$ cat src/rtl/psg_three_tone_noise_envelope_defines.svh
// Assertion macros shared by the sound generator RTL.
// Depends on nothing; included by files that carry concurrent assertions.
`ifndef PSG_THREE_TONE_NOISE_ENVELOPE_DEFINES_SVH
`define PSG_THREE_TONE_NOISE_ENVELOPE_DEFINES_SVH

// Same-cycle implication, checked outside of reset.
`define PSG_ASSERT_IMPLY(label, clk, rst_n, ante, cons, msg) \
    label: assert property (@(posedge clk) disable iff (!rst_n) (ante) |-> (cons)) \
        else $error(msg);

// Next-cycle implication, checked outside of reset.
`define PSG_ASSERT_NEXT(label, clk, rst_n, ante, cons, msg) \
    label: assert property (@(posedge clk) disable iff (!rst_n) (ante) |=> (cons)) \
        else $error(msg);

`endif

$ cat src/rtl/psg_pkg.sv
// Shared types, register numbers and the volume table of the sound generator.
// Depends on nothing; every other file but the assertion macro header imports it.
package psg_pkg;

    localparam int unsigned NUM_CHAN = 3;
    localparam int unsigned NUM_REGS = 16;
    localparam int unsigned SAMPLE_W = 14;
    localparam int unsigned APB_AW   = 3;

    typedef enum logic [1:0] {
        CMD_TICK  = 2'd0,
        CMD_WRITE = 2'd1,
        CMD_READ  = 2'd2
    } t_cmd;

    localparam logic [3:0] REG_NOISE_PER = 4'd6;
    localparam logic [3:0] REG_MIXER     = 4'd7;
    localparam logic [3:0] REG_LEVEL_A   = 4'd8;
    localparam logic [3:0] REG_ENV_LO    = 4'd11;
    localparam logic [3:0] REG_ENV_HI    = 4'd12;
    localparam logic [3:0] REG_ENV_SHAPE = 4'd13;

    localparam logic CFG_CHANNEL_MASK = 1'b0;

    typedef logic [NUM_REGS-1:0][7:0] t_reg_array;

    typedef struct packed {
        logic holding;
        logic hold;
        logic alternate;
        logic attack;
    } t_env_flags;

    typedef struct packed {
        logic       tick;
        logic       shape_wr;
        logic [3:0] shape;
    } t_tick_ctl;

    function automatic logic [SAMPLE_W-1:0] level_lookup(input logic [4:0] idx);
        logic [SAMPLE_W-1:0] val;
        case (idx)
            5'd0:  val = 14'd0;
            5'd1:  val = 14'd0;
            5'd2:  val = 14'd72;
            5'd3:  val = 14'd85;
            5'd4:  val = 14'd101;
            5'd5:  val = 14'd121;
            5'd6:  val = 14'd144;
            5'd7:  val = 14'd171;
            5'd8:  val = 14'd203;
            5'd9:  val = 14'd241;
            5'd10: val = 14'd287;
            5'd11: val = 14'd341;
            5'd12: val = 14'd406;
            5'd13: val = 14'd483;
            5'd14: val = 14'd574;
            5'd15: val = 14'd683;
            5'd16: val = 14'd812;
            5'd17: val = 14'd965;
            5'd18: val = 14'd1148;
            5'd19: val = 14'd1365;
            5'd20: val = 14'd1624;
            5'd21: val = 14'd1931;
            5'd22: val = 14'd2296;
            5'd23: val = 14'd2731;
            5'd24: val = 14'd3247;
            5'd25: val = 14'd3862;
            5'd26: val = 14'd4592;
            5'd27: val = 14'd5461;
            5'd28: val = 14'd6494;
            5'd29: val = 14'd7723;
            5'd30: val = 14'd9185;
            default: val = 14'd10922;
        endcase
        return val;
    endfunction

endpackage

$ cat src/rtl/psg_if.sv
// Valid/ready channel interfaces for command beats and result beats.
// Depends on psg_pkg.
interface psg_cmd_if;
    import psg_pkg::*;
    logic       valid;
    logic       ready;
    logic [1:0] command;
    logic [3:0] reg_addr;
    logic [7:0] write_data;

    modport source (output valid, command, reg_addr, write_data, input ready);
    modport sink   (input valid, command, reg_addr, write_data, output ready);
endinterface

interface psg_res_if;
    import psg_pkg::*;
    logic                valid;
    logic                ready;
    logic [SAMPLE_W-1:0] sample;
    logic [7:0]          read_data;

    modport source (output valid, sample, read_data, input ready);
    modport sink   (input valid, sample, read_data, output ready);
endinterface

$ cat src/rtl/psg_regs.sv
// Sixteen byte-wide control registers with one write port and one read port.
// Depends on psg_pkg.
module psg_regs (
    input  logic               i_clk,
    input  logic               i_rst_n,
    input  logic               i_wr_en,
    input  logic [3:0]         i_wr_addr,
    input  logic [7:0]         i_wr_data,
    input  logic [3:0]         i_rd_addr,
    output logic [7:0]         o_rd_data,
    output psg_pkg::t_reg_array o_regs
);
    import psg_pkg::*;

    t_reg_array r_regs;

    always_ff @(posedge i_clk) begin
        if (!i_rst_n) begin
            r_regs <= '0;
        end else if (i_wr_en) begin
            r_regs[i_wr_addr] <= i_wr_data;
        end
    end

    assign o_rd_data = r_regs[i_rd_addr];
    assign o_regs    = r_regs;
endmodule

$ cat src/rtl/psg_tick.sv
// Tone dividers, noise shift register, envelope and mixer for one tick.
// Depends on psg_pkg; the sample output is the mix of the state after the tick.
module psg_tick (
    input  logic                          i_clk,
    input  logic                          i_rst_n,
    input  psg_pkg::t_tick_ctl            i_ctl,
    input  psg_pkg::t_reg_array           i_regs,
    input  logic [psg_pkg::NUM_CHAN-1:0]  i_mask,
    output logic [psg_pkg::SAMPLE_W-1:0]  o_sample
);
    import psg_pkg::*;

    logic [NUM_CHAN-1:0][11:0] r_tone_cnt, n_tone_cnt;
    logic [NUM_CHAN-1:0]       r_tone_ph,  n_tone_ph;
    logic [5:0]                r_noise_cnt, n_noise_cnt;
    logic [16:0]               r_noise_sr,  n_noise_sr;
    logic [15:0]               r_env_cnt,   n_env_cnt;
    logic [4:0]                r_env_step,  n_env_step;
    t_env_flags                r_env_flags, n_env_flags;

    logic [6:0]  noise_inc;
    logic [16:0] env_inc;
    logic [15:0] env_per;
    logic [5:0]  step_inc;
    logic [4:0]  env_vol;
    logic [14:0] mix_sum;

    // Noise, envelope and tone dividers.
    always_comb begin
        logic [11:0] per;
        logic [12:0] inc;
        per         = '0;
        inc         = '0;
        n_tone_cnt  = r_tone_cnt;
        n_tone_ph   = r_tone_ph;
        n_noise_cnt = r_noise_cnt;
        n_noise_sr  = r_noise_sr;
        n_env_cnt   = r_env_cnt;
        n_env_step  = r_env_step;
        n_env_flags = r_env_flags;
        noise_inc   = {1'b0, r_noise_cnt} + 7'd1;
        env_inc     = {1'b0, r_env_cnt} + 17'd1;
        env_per     = {i_regs[REG_ENV_HI], i_regs[REG_ENV_LO]};
        step_inc    = {1'b0, r_env_step} + 6'd1;

        if (i_ctl.shape_wr) begin
            n_env_flags.attack    = i_ctl.shape[2];
            n_env_flags.alternate = i_ctl.shape[3] ? i_ctl.shape[1] : i_ctl.shape[2];
            n_env_flags.hold      = i_ctl.shape[3] ? i_ctl.shape[0] : 1'b1;
            n_env_flags.holding   = 1'b0;
            n_env_step            = '0;
            n_env_cnt             = '0;
        end else if (i_ctl.tick) begin
            if (noise_inc[6:1] >= {1'b0, i_regs[REG_NOISE_PER][4:0]}) begin
                n_noise_cnt = '0;
                n_noise_sr  = {~(r_noise_sr[0] ^ r_noise_sr[3]), r_noise_sr[16:1]};
            end else begin
                n_noise_cnt = noise_inc[5:0];
            end

            if (!r_env_flags.holding) begin
                if (env_inc < {1'b0, env_per}) begin
                    n_env_cnt = env_inc[15:0];
                end else begin
                    n_env_cnt = '0;
                    if (step_inc[5]) begin
                        n_env_step = '0;
                        if (r_env_flags.alternate) begin
                            n_env_flags.attack = ~r_env_flags.attack;
                        end
                        if (r_env_flags.hold) begin
                            n_env_step          = 5'd31;
                            n_env_flags.holding = 1'b1;
                        end
                    end else begin
                        n_env_step = step_inc[4:0];
                    end
                end
            end

            for (int ch = 0; ch < NUM_CHAN; ch++) begin
                per = {i_regs[4'(2*ch+1)][3:0], i_regs[4'(2*ch)]};
                inc = {1'b0, r_tone_cnt[ch]} + 13'd1;
                if (inc >= {1'b0, per}) begin
                    n_tone_cnt[ch] = '0;
                    n_tone_ph[ch]  = ~r_tone_ph[ch];
                end else begin
                    n_tone_cnt[ch] = inc[11:0];
                end
            end
        end
    end

    // Mixer works on the post-tick state.
    assign env_vol = n_env_flags.attack ? n_env_step : ~n_env_step;

    always_comb begin
        logic [7:0] lv;
        logic       tone_ok;
        logic       noise_ok;
        mix_sum = '0;
        for (int ch = 0; ch < NUM_CHAN; ch++) begin
            lv       = i_regs[REG_LEVEL_A + 4'(ch)];
            tone_ok  = n_tone_ph[ch] | i_regs[REG_MIXER][ch];
            noise_ok = n_noise_sr[0] | i_regs[REG_MIXER][ch+NUM_CHAN];
            if (!i_mask[ch] && tone_ok && noise_ok) begin
                mix_sum = mix_sum + {1'b0, level_lookup(lv[4] ? env_vol : {lv[3:0], 1'b1})};
            end
        end
    end

    assign o_sample = mix_sum[SAMPLE_W:1];

    always_ff @(posedge i_clk) begin
        if (!i_rst_n) begin
            r_tone_cnt  <= '0;
            r_tone_ph   <= '0;
            r_noise_cnt <= '0;
            r_noise_sr  <= '0;
            r_env_cnt   <= '0;
            r_env_step  <= '0;
            r_env_flags <= '0;
        end else begin
            r_tone_cnt  <= n_tone_cnt;
            r_tone_ph   <= n_tone_ph;
            r_noise_cnt <= n_noise_cnt;
            r_noise_sr  <= n_noise_sr;
            r_env_cnt   <= n_env_cnt;
            r_env_step  <= n_env_step;
            r_env_flags <= n_env_flags;
        end
    end
endmodule

$ cat src/rtl/psg_three_tone_noise_envelope.sv
// Top level of the three-tone sound generator: channel handshake, APB mask register.
// Depends on psg_pkg, psg_if, psg_regs, psg_tick and the assertion macro header.
//
// Each command beat is a tick, a register write or a register read, and each
// one yields exactly one result beat: a tick returns the mixed sample (half the
// summed volume-table values of the audible, unmasked channels), a read returns
// the addressed register byte, and everything else returns zeros. A command beat
// is captured in an input register; when it leaves that register, the generator
// state (tone dividers, 17-bit noise shift register, envelope) and the register
// file are updated from it and the result is loaded into the output register,
// which the downstream side drains at its own pace. The block takes one command
// beat per clock cycle for as long as result beats are taken; a beat passes
// through the input register and then the output register, from which its
// result is presented. Ready drops only when both the input register and the
// output register hold beats and the output is stalled. The synchronous reset
// clears the valid flags, the register file, the generator state and the mask;
// the beat payload registers are not reset. The APB register at byte addresses
// 0 to 3 holds the three-bit channel mask; it reads back, and a write with
// paddr[2] set is ignored. Change it only while no beats are in flight.
`include "psg_three_tone_noise_envelope_defines.svh"

module psg_three_tone_noise_envelope (
    input  logic                       i_clk,
    input  logic                       i_rst_n,
    psg_cmd_if.sink                    i_cmd,
    psg_res_if.source                  o_res,
    input  logic                       psel,
    input  logic                       penable,
    input  logic                       pwrite,
    input  logic [psg_pkg::APB_AW-1:0] paddr,
    input  logic [31:0]                pwdata,
    output logic [31:0]                prdata,
    output logic                       pready
);
    import psg_pkg::*;

    // Input register holding one command beat.
    logic       r_s1_valid;
    logic [1:0] r_s1_cmd;
    logic [3:0] r_s1_addr;
    logic [7:0] r_s1_data;

    // Output register holding one result beat.
    logic                r_out_valid;
    logic [SAMPLE_W-1:0] r_out_sample;
    logic [7:0]          r_out_rdata;

    logic [NUM_CHAN-1:0] r_chan_mask;

    logic out_take;
    logic s1_fire;
    logic in_ready;
    logic in_fire;
    logic is_tick;
    logic is_write;
    logic is_read;

    t_reg_array          regs;
    logic [7:0]          rd_data;
    logic [SAMPLE_W-1:0] tick_sample;
    t_tick_ctl           tick_ctl;
    logic                cfg_wr;

    assign out_take = !r_out_valid || o_res.ready;
    assign s1_fire  = r_s1_valid && out_take;
    assign in_ready = !r_s1_valid || out_take;
    assign in_fire  = i_cmd.valid && in_ready;

    assign i_cmd.ready     = in_ready;
    assign o_res.valid     = r_out_valid;
    assign o_res.sample    = r_out_sample;
    assign o_res.read_data = r_out_rdata;

    // Command decode; the unused code does nothing and returns zeros.
    always_comb begin
        is_tick  = 1'b0;
        is_write = 1'b0;
        is_read  = 1'b0;
        unique case (r_s1_cmd)
            CMD_TICK:  is_tick  = 1'b1;
            CMD_WRITE: is_write = 1'b1;
            CMD_READ:  is_read  = 1'b1;
            default: ;
        endcase
    end

    // A write to the shape register restarts the envelope.
    assign tick_ctl.tick     = s1_fire && is_tick;
    assign tick_ctl.shape_wr = s1_fire && is_write && (r_s1_addr == REG_ENV_SHAPE);
    assign tick_ctl.shape    = r_s1_data[3:0];

    psg_regs u_regs (
        .i_clk     (i_clk),
        .i_rst_n   (i_rst_n),
        .i_wr_en   (s1_fire && is_write),
        .i_wr_addr (r_s1_addr),
        .i_wr_data (r_s1_data),
        .i_rd_addr (r_s1_addr),
        .o_rd_data (rd_data),
        .o_regs    (regs)
    );

    psg_tick u_tick (
        .i_clk    (i_clk),
        .i_rst_n  (i_rst_n),
        .i_ctl    (tick_ctl),
        .i_regs   (regs),
        .i_mask   (r_chan_mask),
        .o_sample (tick_sample)
    );

    always_ff @(posedge i_clk) begin
        if (!i_rst_n) begin
            r_s1_valid <= 1'b0;
        end else if (in_ready) begin
            r_s1_valid <= i_cmd.valid;
        end
    end

    always_ff @(posedge i_clk) begin
        if (in_fire) begin
            r_s1_cmd  <= i_cmd.command;
            r_s1_addr <= i_cmd.reg_addr;
            r_s1_data <= i_cmd.write_data;
        end
    end

    always_ff @(posedge i_clk) begin
        if (!i_rst_n) begin
            r_out_valid <= 1'b0;
        end else if (out_take) begin
            r_out_valid <= r_s1_valid;
        end
    end

    always_ff @(posedge i_clk) begin
        if (s1_fire) begin
            r_out_sample <= is_tick ? tick_sample : '0;
            r_out_rdata  <= is_read ? rd_data : '0;
        end
    end

    // APB configuration: one word, the channel mask.
    assign pready = 1'b1;
    assign cfg_wr = psel && penable && pwrite && (paddr[2] == CFG_CHANNEL_MASK);
    assign prdata = (paddr[2] == CFG_CHANNEL_MASK) ? {29'd0, r_chan_mask} : 32'd0;

    always_ff @(posedge i_clk) begin
        if (!i_rst_n) begin
            r_chan_mask <= '0;
        end else if (cfg_wr) begin
            r_chan_mask <= pwdata[NUM_CHAN-1:0];
        end
    end

    // A beat held in the input register is never dropped while the output stalls.
    `PSG_ASSERT_NEXT(a_s1_kept, i_clk, i_rst_n, r_s1_valid && !out_take, r_s1_valid, "input beat lost during output stall")
    // Every beat leaving the input register lands in the output register.
    `PSG_ASSERT_NEXT(a_s1_to_out, i_clk, i_rst_n, s1_fire, r_out_valid, "processed beat did not reach the output register")
    // Back-pressure only when both registers are full.
    `PSG_ASSERT_IMPLY(a_ready_low, i_clk, i_rst_n, !i_cmd.ready, r_s1_valid && r_out_valid && !o_res.ready, "ready low with free space")
    // A result never carries both a sample and read data.
    `PSG_ASSERT_IMPLY(a_one_field, i_clk, i_rst_n, r_out_valid && (r_out_rdata != 8'd0), r_out_sample == '0, "result carries both sample and read data")
endmodule
$ cat src/flat_wrapper.sv
// flat-port wrapper written by rule: the top's interface ports become plain ports
module psg_three_tone_noise_envelope_flat import psg_pkg::*;
  (i_clk, i_rst_n, psel, penable, pwrite, paddr, pwdata, prdata, pready, i_cmd_valid, i_cmd_command, i_cmd_reg_addr, i_cmd_write_data, i_cmd_ready, o_res_valid, o_res_sample, o_res_read_data, o_res_ready);
  psg_cmd_if i_cmd_i ();
  psg_res_if o_res_i ();
  input  logic i_clk;
  input  logic i_rst_n;
  input  logic psel;
  input  logic penable;
  input  logic pwrite;
  input  logic [psg_pkg::APB_AW-1:0] paddr;
  input  logic [31:0] pwdata;
  output logic [31:0] prdata;
  output logic pready;
  input wire logic [$bits(i_cmd_i.valid)-1:0] i_cmd_valid;
  input wire logic [$bits(i_cmd_i.command)-1:0] i_cmd_command;
  input wire logic [$bits(i_cmd_i.reg_addr)-1:0] i_cmd_reg_addr;
  input wire logic [$bits(i_cmd_i.write_data)-1:0] i_cmd_write_data;
  output wire logic [$bits(i_cmd_i.ready)-1:0] i_cmd_ready;
  output wire logic [$bits(o_res_i.valid)-1:0] o_res_valid;
  output wire logic [$bits(o_res_i.sample)-1:0] o_res_sample;
  output wire logic [$bits(o_res_i.read_data)-1:0] o_res_read_data;
  input wire logic [$bits(o_res_i.ready)-1:0] o_res_ready;
  assign i_cmd_i.valid = i_cmd_valid;
  assign i_cmd_i.command = i_cmd_command;
  assign i_cmd_i.reg_addr = i_cmd_reg_addr;
  assign i_cmd_i.write_data = i_cmd_write_data;
  assign i_cmd_ready = i_cmd_i.ready;
  assign o_res_valid = o_res_i.valid;
  assign o_res_sample = o_res_i.sample;
  assign o_res_read_data = o_res_i.read_data;
  assign o_res_i.ready = o_res_ready;
  psg_three_tone_noise_envelope u_core (.i_clk(i_clk), .i_rst_n(i_rst_n), .i_cmd(i_cmd_i), .o_res(o_res_i), .psel(psel), .penable(penable), .pwrite(pwrite), .paddr(paddr), .pwdata(pwdata), .prdata(prdata), .pready(pready));
endmodule
$ cat config.mk
export PLATFORM = sky130hd
export DESIGN_NAME = psg_three_tone_noise_envelope_flat
export DESIGN_NICKNAME = d
export VERILOG_FILES = /design/src/rtl/psg_pkg.sv /design/src/rtl/psg_if.sv /design/src/rtl/psg_regs.sv /design/src/rtl/psg_tick.sv /design/src/rtl/psg_three_tone_noise_envelope.sv /design/src/flat_wrapper.sv
export VERILOG_INCLUDE_DIRS = /design/src /design/src/rtl
export SDC_FILE = /design/constraint.sdc
export NUM_CORES = 1
export LEC_CHECK = 0
export BUFFER_PORTS_ARGS = -buffer_cell sky130_fd_sc_hd__buf_2
export CELL_PAD_IN_SITES_DETAIL_PLACEMENT = 0
export CELL_PAD_IN_SITES_GLOBAL_PLACEMENT = 1
export CORE_ASPECT_RATIO = 1.25
export CORE_MARGIN = 8
export CORE_UTILIZATION = 51
export DETAILED_ROUTE_END_ITERATION = 6
export HOLD_SLACK_MARGIN = 0.08
export PLACE_DENSITY = 0.88
export SETUP_SLACK_MARGIN = 0.3
export SKIP_LAST_GASP = 1
export SLEW_MARGIN = 10
export SYNTH_ARGS = -nofsm -noshare
export SYNTH_HDL_FRONTEND = slang
export SYNTH_SLANG_ARGS = --single-unit
export TNS_END_PERCENT = 20
$ cat constraint.sdc
create_clock -name i_clk -period 22.8 [get_ports i_clk]
set_input_delay 1.14 -clock i_clk [delete_from_list [all_inputs] [get_ports i_clk]]
set_output_delay 1.14 -clock i_clk [all_outputs]
set_load 0.05 [all_outputs]
Word-level counts from Yosys, hierarchy flattened

Memories as Yosys holds them, arrays and structs flattened.
Cells that the tools add are included.

Equality and inequality tests: 3
Bitwise logic cells: 17
Order comparisons: 7
Multiplexer cells: 49
Add/subtract/negate cells: 8
Reductions and logical operators: 27

Operators by type and width:

| operator              | count |
|---|---|
| $bwmux 128            | 1 |
| $mux 5                | 10 |
| $mux 14               | 3 |
| $add 12x1->13 const B | 3 |
| $ge 13x12->1          | 3 |
| $mux 12               | 3 |
| $bmux 8 s4            | 1 |
| $demux 8 s4           | 1 |
| $add 15x14->15        | 2 |
| $mux 15               | 2 |
| $mux 1                | 21 |
| $add 16x1->17 const B | 1 |
| $lt 17x16->1          | 1 |
| $mux 16               | 1 |
| $mux 8                | 2 |
| $logic_and 1x1->1     | 15 |
| $mux 3                | 3 |
| $not 1->1             | 9 |
| $add 6x1->7 const B   | 1 |
| $add 5x1->6 const B   | 1 |
| $ge 6x5->1            | 1 |
| $mux 6                | 1 |
| $or 1x1->1            | 6 |
| $logic_not 1->1       | 5 |
| other kinds (12)      | 14 |

Bits of input ports: 56
ROM bits: 1344
Memories kept: 3
Register bits after elaboration: 256
Word-level logic and storage cells: 151
Output and inout port bits: 57

Memories:

| name             | words | bits a word | read ports | clocked after Yosys merged registers in | wr ports | line          | source |
|---|---|---|---|---|---|---|---|
| (name not given) | 32    | 14          | 1          | 0                                       | 0        | psg_pkg.sv:42 | `case (idx)` |
| (name not given) | 32    | 14          | 1          | 0                                       | 0        | psg_pkg.sv:42 |  |
| (name not given) | 32    | 14          | 1          | 0                                       | 0        | psg_pkg.sv:42 |  |

Depth between registers and ports, before layout

Gate-level depths: netlist of run 1.
An unclocked memory read counts as a cell.

Depth after elaboration: 15
Mapped depth: 44

Hierarchy

A second synthesis of run 1 with hierarchy kept.

Cell total of the unflattened synthesis: 2129
Area total of the unflattened synthesis: 18001.0 um^2

By module, submodules not included:

| module                        | sequential area each (um^2) | cells an instance | area each (um^2) | times used |
|---|---|---|---|---|
| psg_tick                      | 1741.7                      | 1311              | 9825.7           | 1 |
| psg_regs                      | 2562.5                      | 693               | 6414.9           | 1 |
| psg_three_tone_noise_envelope | 1181.1                      | 125               | 1760.4           | 1 |

Worst setup path before layout of run 1

OpenSTA, ideal clock, no wires.

Path kind: reg-to-reg
Start point: reg u_core.u_tick.r_env_cnt[4]
End point: reg u_core.r_out_sample[13] (netlist: u_core.o_res.sample[13]) (data pin)
Cell stages (with the launch flop): 44
Path buffers: 3
Arrival time: 7.730 ns
Setup slack: 14.803 ns
Cells stage by stage: dfxtp_1 > clkbuf_1 > and3_1 > and3_1 > clkbuf_1 > nand4_1 > xnor2_1 > ha_1 > nand3_1 > or3_1 > nand2b_1 > o21ai_2 > mux2i_1 > xor2_1 > a21oi_1 > mux2_2 > clkbuf_1 > inv_1 > (+8 left out) > nor2_1 > o21bai_1 > a21oi_1 > o21bai_1 > a21oi_1 > o21bai_1 > a21oi_1 > o21bai_1 > a21oi_1 > xnor2_1 > mux2_2 > ha_1 > inv_1 > o21bai_1 > a21oi_1 > nor4_1 > xor2_1 > nor2_1

Word-level cells in the longest chain between the ends: 15

Ends and longest elaborated chain:

| item                     | line                                 | source |
|---|---|---|
| start: declaration       | psg_tick.sv:17                       | `logic [15:0] r_env_cnt, n_env_cnt;` |
| start signal: assignment | psg_tick.sv:128                      | `r_env_cnt <= n_env_cnt;` |
| $add 16x1->17 *          | psg_tick.sv:42                       | `env_inc = {1'b0, r_env_cnt} + 17'd1;` |
| $lt 17x16->1 *           | psg_tick.sv:62                       | `if (env_inc < {1'b0, env_per}) begin` |
| $mux 5                   | psg_tick.sv:62                       |  |
| $mux 5                   | psg_tick.sv:61                       | `if (!r_env_flags.holding) begin` |
| $mux 5                   | psg_tick.sv:53                       | `end else if (i_ctl.tick) begin` |
| $mux 5                   | psg_tick.sv:46                       | `if (i_ctl.shape_wr) begin` |
| $not 5->5                | psg_tick.sv:95                       | `assign env_vol = n_env_flags.attack ? n_env_step : ~n_env_step;` |
| $mux 5 *                 | psg_tick.sv:95                       |  |
| $mux 5                   | psg_tick.sv:107                      | `mix_sum = mix_sum + {1'b0, level_lookup(lv[4] ? env_vol : {lv[3:0], 1'b1})};` |
| $mem_v2 32x14            | --                                   |  |
| $mux 14                  | psg_tick.sv:106                      | `if (!i_mask[ch] && tone_ok && noise_ok) begin` |
| $add 15x14->15           | psg_tick.sv:107                      |  |
| $mux 15                  | psg_tick.sv:106                      |  |
| $add 15x14->15           | psg_tick.sv:107                      |  |
| $mux 15 *                | psg_tick.sv:106                      |  |
| end signal: assignment   | psg_three_tone_noise_envelope.sv:138 | `r_out_sample <= is_tick ? tick_sample : '0;` |
| end: declaration         | psg_three_tone_noise_envelope.sv:45  | `logic [SAMPLE_W-1:0] r_out_sample;` |

Mark *: on every way between the ends. The rest lies on a longest branch, timed or not. The select of a mux whose other input is x is not followed.
A chain may end at the register's enable or synchronous reset.

Final worst setup path of run 1

Start point: reg u_core.u_tick.r_env_cnt[0]
End point: reg u_core.r_out_sample[13] (netlist: u_core.o_res.sample[13]) (data pin)

Same word-level chain as after synthesis.

==> results by group, run 1 <==
Floorplanning
  • Num ports: roughly 110
  • Row count: 75
  • Core area: ~33000 um2
  • Die Wd: between 150 and 200 um
  • Die H: roughly 220 um
  • Die area: about 40000 um2
  • Initial core utilization: 51.27%

GRT
  • Largest net degree at the start of global routing: 91
  • Total track usage: between 20% and 30%
  • Initial antenna violation count: 0
  • Number of global-route vias before repair: between 10000 and 15000
  • Grt ovf: 0
  • Global-route wire length before repair: 67.61 mm

Clock tree
  • Clock Latency Late Sink: approximately 0.55 ns
  • CTS tree: done
  • Clock Tree Buf Depth: 3
  • CTS Root Cell: clkbuf_16
  • H-tree depth: 1
  • Post-CTS setup buffers: 0
  • CTS Buf Count: 27
  • Clk sinks: about 260
  • Cts repair resizes: 0
  • Post-CTS Hold Buffers: 0
  • Clock transition at path regs: about 0.060 ns

Critical path
  • Most used cell, CP: a21oi_1
  • CP Capture Type: register
  • Reg2Reg Launch Point: u_core.u_tick.r_env_cnt[0]
  • R2R Path End: u_core.o_res.sample[13]
  • Setup Crit Path Kind: reg2reg
  • Critical Path RT: 23.09 ns
  • Critical Path AT: between 9 and 10 ns
  • Critical Path Source: u_core.u_tick.r_env_cnt[0]
  • Worst-path maximum fanout: 12
  • R2R depth: 40
  • R2R setup slack: 13.53 ns
  • Startpoint types: register
  • Slowest CP cell: nor2_1
  • CP max stage delay: 0.66 ns

Synthesis
  • Top_reg_cell synth: dfxtp_1
  • Average size of a mapped cell: slightly below 9 um2
  • Simple-Gate Fraction of Synth Area: roughly a fifth
  • Synth Register Bits: 256
  • Register area share after synthesis: between 30% and 40%
  • FFs w/ async S/R, synth: 0%
  • Synth top area share: between 20% and 30%
  • Synth Area in Adders: between 8 and 9%
  • Largest family of logic cells by synthesized area: simple AND/OR/NAND/NOR gates
  • Post-synthesis cell area: about 17000 um2
  • Mux contribution to synthesized area: a little over an eighth
  • Count leader, synth: dfxtp_1
  • Compound-cell area share of the yosys netlist: between 15 and 20%
  • Synth top cells by count: dfxtp_1 (220), nand2_1 (207), nor2b_1 (133)
  • Synth Area in XOR/XNOR: ~4.7%
  • Synth top area cells: dfxtp_1 (26%), ha_1 (8.0%), mux2i_1 (7.4%)
  • Post-synth EDFFs: 36
  • Synthesis Warnings: 0
  • Cells after Synth: about 2000
  • Synth area leader: dfxtp_1
  • Post-synth cell types: 86

STA
  • Unrepaired setup endpoints after global routing: false
  • Tcrit/Tclk final: roughly two fifths
  • Max-slew headroom: around 29%
  • Period minus WS final: 9.271 ns
  • Final setup TNS: 0 ns
  • Final Hold Viols: 0
  • Hold slack: between 0.4 and 0.5 ns
  • Worst slew pin tran: between 1 and 1.5 ns
  • F_max: between 100 and 150 MHz
  • Fin. max-slew vios: 0
  • Finish-stage setup viols: 0
  • Fin Clk Skew: just under 0.009 ns

Drt
  • Vias/cell: ~5.7
  • DRC violation total after the first TritonRoute iteration: about 900
  • DRT Wirelength: ~42 mm
  • Via count: around 14000
  • DRC: 0
  • WL/cell: around 18 um
  • First drt pass iteration count: 4
  • Detail Route Antenna Nets: 0

Pwr
  • Leakage: between 6 and 7 nW
  • Pwr/cell area: 53.42 nW/um2
  • Sequential Power Share: roughly 48%
  • Sw frac: about 24%
  • Maximum resistive drop on vdd: between 50 and 60 uV
  • Clock power frac: between 40 and 50%
  • P_int: ~0.00075 W
  • Net Switching: approximately 0.00024 W
  • Power share of the combinational group: a little under 6%

Worst hold path
  • Hold_sp: u_core.u_tick.r_noise_sr[4]
  • Hold EP: u_core.u_tick.r_noise_sr[3]
  • Hold Path Stages: 2
  • Hold crit path type: reg2reg

Layout
  • Area of the multi-input gates: ~11000 um2
  • Area grow syn2layout: 7.750%
  • Layout cells sized above 1: between 9 and 10%
  • # diodes: 0
  • Core Util, Final: between 50% and 60%
  • Final nets: around 2100
  • Finished Cell Area: approximately 18000 um2
  • Fillers: between 2000 and 3000
  • Register area: 5485 um2

Place
  • GP Congestion: 0.8903
  • Detailed-placement wirelength estimate: roughly 31 mm
  • Number of port buffers: between 50 and 60
  • Placed cell area: 17490 um2

Job
  • Max Cap Viol: 0

Run status
  • Run status: completed
cell usage in the layout (no fill, tap or decap), drive strengths merged, types with 4 or more instances in the layout:
cell    instances
dfxtp         220
nand2         207
nor2b         133
nor2          129
mux2i         127
ha            109
o21ai         107
inv            91
a21oi          90
buf            71
a21boi         53
xnor2          52
nand3          46
and3           40
mux4           40
xor2           37
edfxtp         36
clkbuf         35
and2           32
conb           30
nor3           27
a21o           24
a211oi         24
o211ai         17
nand2b         16
o21bai         16
mux2           13
nand3b         12
clkinv         11
a31oi           9
o31ai           9
nand4           8
o21a            7
a22oi           6
o22ai           6
or2             5
or3             5
a211o           4
registers in the layout, indices dropped and copies added, names as in the netlist, 4 cells and up:
| signal | count |
|---|---|
| u_core.u_regs.o_regs | 128 |
| u_core.u_tick.r_tone_cnt | 36 |
| u_core.u_tick.r_noise_sr | 17 |
| u_core.u_tick.r_env_cnt | 16 |
| u_core.o_res.sample | 14 |
| u_core.o_res.read_data | 8 |
| u_core.r_s1_data | 8 |
| u_core.u_tick.r_noise_cnt | 6 |
| u_core.u_tick.r_env_step | 5 |
| u_core.r_s1_addr | 4 |
| u_core.u_tick.r_env_flags | 4 |
cells by family (layout without fill, tap and decap cells):
kind of cell    Yosys count  after routing
compound gates          408            408
xor+xnor                 89             89
fa+ha+maj               111            111
buf+inv                 231            212
flops                   256            256
mux                     180            180
other cells               2             30
simple gates            675            675
layout make-up:
cell class / instances / area share (%)
repair buffers: 71 / 2.216
well taps: 423 / 2.876
multi-input cells: 1493 / 58.26
flip-flops and latches: 256 / 29.80
inverters: 92 / 1.890
clock inverters: 14 / 0.8430
clock buffers: 35 / 4.113
metrics by stage:
stage	setup WS (ns)	cells	total power, W
2_1_floorplan	14.80	1980	0.0005268
3_3_place_gp	13.60	2335	0.0005375
3_5_place_dp	13.56	2335	0.0005383
4_1_cts	13.50	2384	0.0009937
5_1_grt	12.70	2384	0.001017
6_report	13.53	2384	0.0009831
worst max-delay path, delay by kind of cell, from the launching register on:
| family | cells | cell delay (ns) |
|---|---|---|
| simple gates | 10 | 2.59 |
| fa+ha+maj | 5 | 1.48 |
| xor+xnor | 4 | 0.75 |
| buf+inv | 1 | 0.22 |
| flops | 1 | 0.41 |
| mux | 1 | 0.29 |
| compound gates | 19 | 3.22 |
how the worst max path moves through the flow:
stage                              endpoint  slack [ns]  cells past startpoint
global route        u_core.o_res.sample[13]       12.70                     40
CTS                 u_core.o_res.sample[13]       13.50                     38
finish              u_core.o_res.sample[13]       13.53                     40
global placement    u_core.o_res.sample[13]       13.60                     38
detailed placement  u_core.o_res.sample[13]       13.56                     38
floorplan           u_core.o_res.sample[13]       14.80                     43
metal layers:
layer / global-route usage, % / part of all wire (%) / vias up / wire length [um]
met3: 2.973 / 4.5 / 85 / 1898
met2: 37.01 / 49 / 301 / 20610
met5: 0 / 0 / - / 0
met4: 8.570 / 3.6 / 0 / 1533
li1: - / - / 6781 / -
met1: 24.23 / 43 / 6521 / 18000
power by group through the flow:
stage	Combinational (W)	Sequential [W]	Clock [W]
global placement	0.0000572	0.000480	0
finish	0.0000578	0.000471	0.000455
global route	0.0000618	0.000471	0.000484
floorplan	0.0000463	0.000480	0
detailed placement	0.0000578	0.000480	0
CTS	0.0000579	0.000470	0.000465
Note: power is estimated with default switching activity, not from simulation.
==> run 2: changes to the inputs <==
--- a/config.mk
+++ b/config.mk
@@ -11,10 +11,10 @@
 export CELL_PAD_IN_SITES_GLOBAL_PLACEMENT = 1
 export CORE_ASPECT_RATIO = 1.25
 export CORE_MARGIN = 8
-export CORE_UTILIZATION = 51
+export CORE_UTILIZATION = 48
 export DETAILED_ROUTE_END_ITERATION = 6
 export HOLD_SLACK_MARGIN = 0.08
-export PLACE_DENSITY = 0.88
+export PLACE_DENSITY = 0.84
 export SETUP_SLACK_MARGIN = 0.3
 export SKIP_LAST_GASP = 1
 export SLEW_MARGIN = 10
==> constraint.sdc (replaced) <==
create_clock -name i_clk -period 8.7 [get_ports i_clk]
set_input_delay 0.435 -clock i_clk [delete_from_list [all_inputs] [get_ports i_clk]]
set_output_delay 0.435 -clock i_clk [all_outputs]
set_load 0.05 [all_outputs]
==> run 2 against run 1 <==
  * Register-to-register slack worse by 13 ns
  * Sequential power rose to 2.6 times the previous value
  * Setup slack lost 13 ns
  * Critical path depth decreased by 4
  * Sequential cell count unchanged
  * Largest cell class unchanged
==> results by group, run 2 (same netlist as run 1, synthesis figures left out) <==
Layout
  • # diodes: 0 (unchanged)
  • Max reg flops: 128 (unchanged)
  • Layout cells sized above 1: 14.28% (+4.3 points)
  • Final nets: 2155 (+2.2%)
  • Core Util, Final: 54.52% (-0.72 points)
  • Commonest non-fill, non-tap cell in the layout: dfxtp_1
  • Area grow syn2layout: 12.56%
  • Commonest cells after routing, fill and taps aside: dfxtp_1 (217), nand2_1 (207), nor2b_1 (133)

GRT
  • Global-route wire length before repair: 70.44 mm (+4.2%)
  • Grt ovf: 0 (unchanged)
  • Number of global-route vias before repair: 13528 (+1.8%)
  • Initial antenna violation count: 0 (unchanged)
  • Largest net degree at the start of global routing: 119 (+31%)
  • Total track usage: 20.53% (about the same)

STA
  • Fin. max-slew vios: 0 (unchanged)
  • Max-slew headroom: 30.45% (+1.6 points)
  • Unrepaired setup endpoints after global routing: false
  • Fin Clk Skew: 0.01779 ns (+0.009133 ns)
  • Hold slack: 0.1044 ns (-0.3585 ns)
  • Worst slew pin tran: 1.043 ns (-0.02165 ns)
  • Final Hold Viols: 0 (unchanged)
  • Finish-stage setup viols: 0 (unchanged)
  • F_max: 126.0 MHz (+17%)
  • Period minus WS final: 7.935 ns (-1.336 ns)
  • Tcrit/Tclk final: 91.20% (+51 points)

Clock tree
  • Clk sinks: 256 (unchanged)
  • H-tree depth: 1 (unchanged)
  • CTS Buf Count: 29 (+7.4%)
  • Clock Latency Late Sink: 0.56 ns (about the same)
  • Clock transition at path regs: 0.06 ns (about the same)
  • CTS Root Cell: clkbuf_16
  • CTS tree: done
  • Clock Tree Buf Depth: 3 (unchanged)

Floorplanning
  • Initial core utilization: 48.44% (-2.8 points)
  • Row count: 77 (+2.7%)
  • Core area: 35260 um2 (+5.8%)
  • Die Wd: 184.7 um (+2.8%)
  • Num ports: 113 (unchanged)
  • Die area: 41910 um2 (+5.7%)
  • Die H: 226.9 um (+2.9%)

Place
  • Detailed-placement wirelength estimate: 31.23 mm (+1.4%)
  • Number of port buffers: 51 (unchanged)
  • GP Congestion: 0.8893 (-0.11%)

Critical path
  • Critical path's top delay family: compound AO/OA/AOI/OAI gates
  • Slowest CP cell: or3_4
  • CP Buf/Inv Count: 1 (unchanged)
  • CP Capture Type: register
  • Worst-path maximum fanout: 8 (-4)
  • Startpoint types: register
  • Setup Crit Path Kind: reg2reg
  • Critical Path AT: 8.22 ns (-1.34 ns)
  • R2R setup slack: 0.77 ns (-12.76 ns)
  • Critical Path RT: 8.99 ns (-14.10 ns)
  • CP max stage delay: 0.44 ns (-0.22 ns)

Worst hold path
  • Hold crit path type: in2reg

Pwr
  • Net Switching: 0.0006399 W (+170%)
  • P_int: 0.002078 W (+180%)
  • Power share of the combinational group: 6.0% (about the same)
  • Sw frac: 23.55% (-0.51 points)
  • Leakage: 7.329 nW (+4.9%)
  • Pwr/cell area: 141.3 nW/um2 (+160%)
  • Sequential Power Share: 45.4% (-2.5 points)
  • Maximum resistive drop on vdd: 149.3 uV (+160%)
  • Clock power frac: 48.7% (+2.4 points)

Job
  • Max Cap Viol: 0 (unchanged)

Drt
  • DRC: 0 (unchanged)
  • Detail Route Antenna Nets: 0 (unchanged)
  • WL/cell: 17.63 um (about the same)
  • DRC violation total after the first TritonRoute iteration: 726 (-21%)
  • DRT Wirelength: 43.79 mm (+4.2%)
  • First drt pass iteration count: 4 (unchanged)
  • Via count: 13966 (+2.0%)
  • Vias/cell: 5.622 (-2.1%)

Run status
  • Run status: completed
-- run 2: changes by cell type in the layout (fill, tap and decap cells not counted), sizes merged --
cell / previous run / this run
clkinv: 11 / 12
clkbuf: 35 / 37
buf: 71 / 103
dlygate4sd3: 0 / 13
bufinv: 3 / 5
inv: 91 / 90
-- run 2: area by class of cell --
cell class                      instances  area (um2)
Clock buffer                           37       825.8
Timing Repair Buffer                  116       789.5
Clock inverter                         16       222.7
Tap cell                              474       593.1
Sequential cell                       256        5492
Inverter                               92       347.8
Fill cell                            3184       16040
Multi-Input combinational cell       1493       10960
-- run 2: final timing paths --
kind	from	to	cells after the start
min reg2reg	u_core.u_tick.r_noise_sr[4]	u_core.u_tick.r_noise_sr[3]	2
max reg2reg	u_core.u_tick.r_env_cnt[0]	u_core.o_res.sample[12]	36
max	u_core.u_tick.r_env_cnt[0]	u_core.o_res.sample[12]	36
min	i_cmd_write_data[2]	u_core.r_s1_data[2]	1
-- run 2: layer usage --
layer | track usage [%] | wire length [um] | vias up
met4 | 7.265 | 1367 | 0
met3 | 2.661 | 2198 | 78
met5 | 0 | 0 | -
li1 | - | - | 6859
met2 | 35.80 | 21450 | 328
met1 | 25.71 | 18770 | 6701
-- run 2: repair_timing --
item                                   CTS  global route
resized for setup                       14            52
hold buffers                            13             0
endpoints found under the hold margin   13             0
setup buffers                            3             3
pin swaps                                2             9
setup endpoints to repair                3             4
-- run 2: metrics by stage --
| step | TNS (ns) | power (W) | cells | instance area (um2) | setup WS [ns] |
|---|---|---|---|---|---|
| after floorplan | 0 | 0.001381 | 1980 | 17190 | 0.7027 |
| after global placement | 0 | 0.001411 | 2412 | 17750 | 0.1254 |
| after detailed placement | -0.03274 | 0.001413 | 2412 | 17750 | -0.03274 |
| after CTS | 0 | 0.002740 | 2481 | 19000 | 0.2974 |
| after global routing | 0 | 0.002801 | 2484 | 19230 | 0.2894 |
| final | 0 | 0.002717 | 2484 | 19230 | 0.7653 |
-- run 2: power by group through the flow --
stage	clock, W	combinational [W]	sequential [W]
global placement	0	0.000154	0.00126
global route	0.00139	0.000173	0.00123
CTS	0.00135	0.000160	0.00123
floorplan	0	0.000121	0.00126
finish	0.00132	0.000162	0.00123
detailed placement	0	0.000155	0.00126
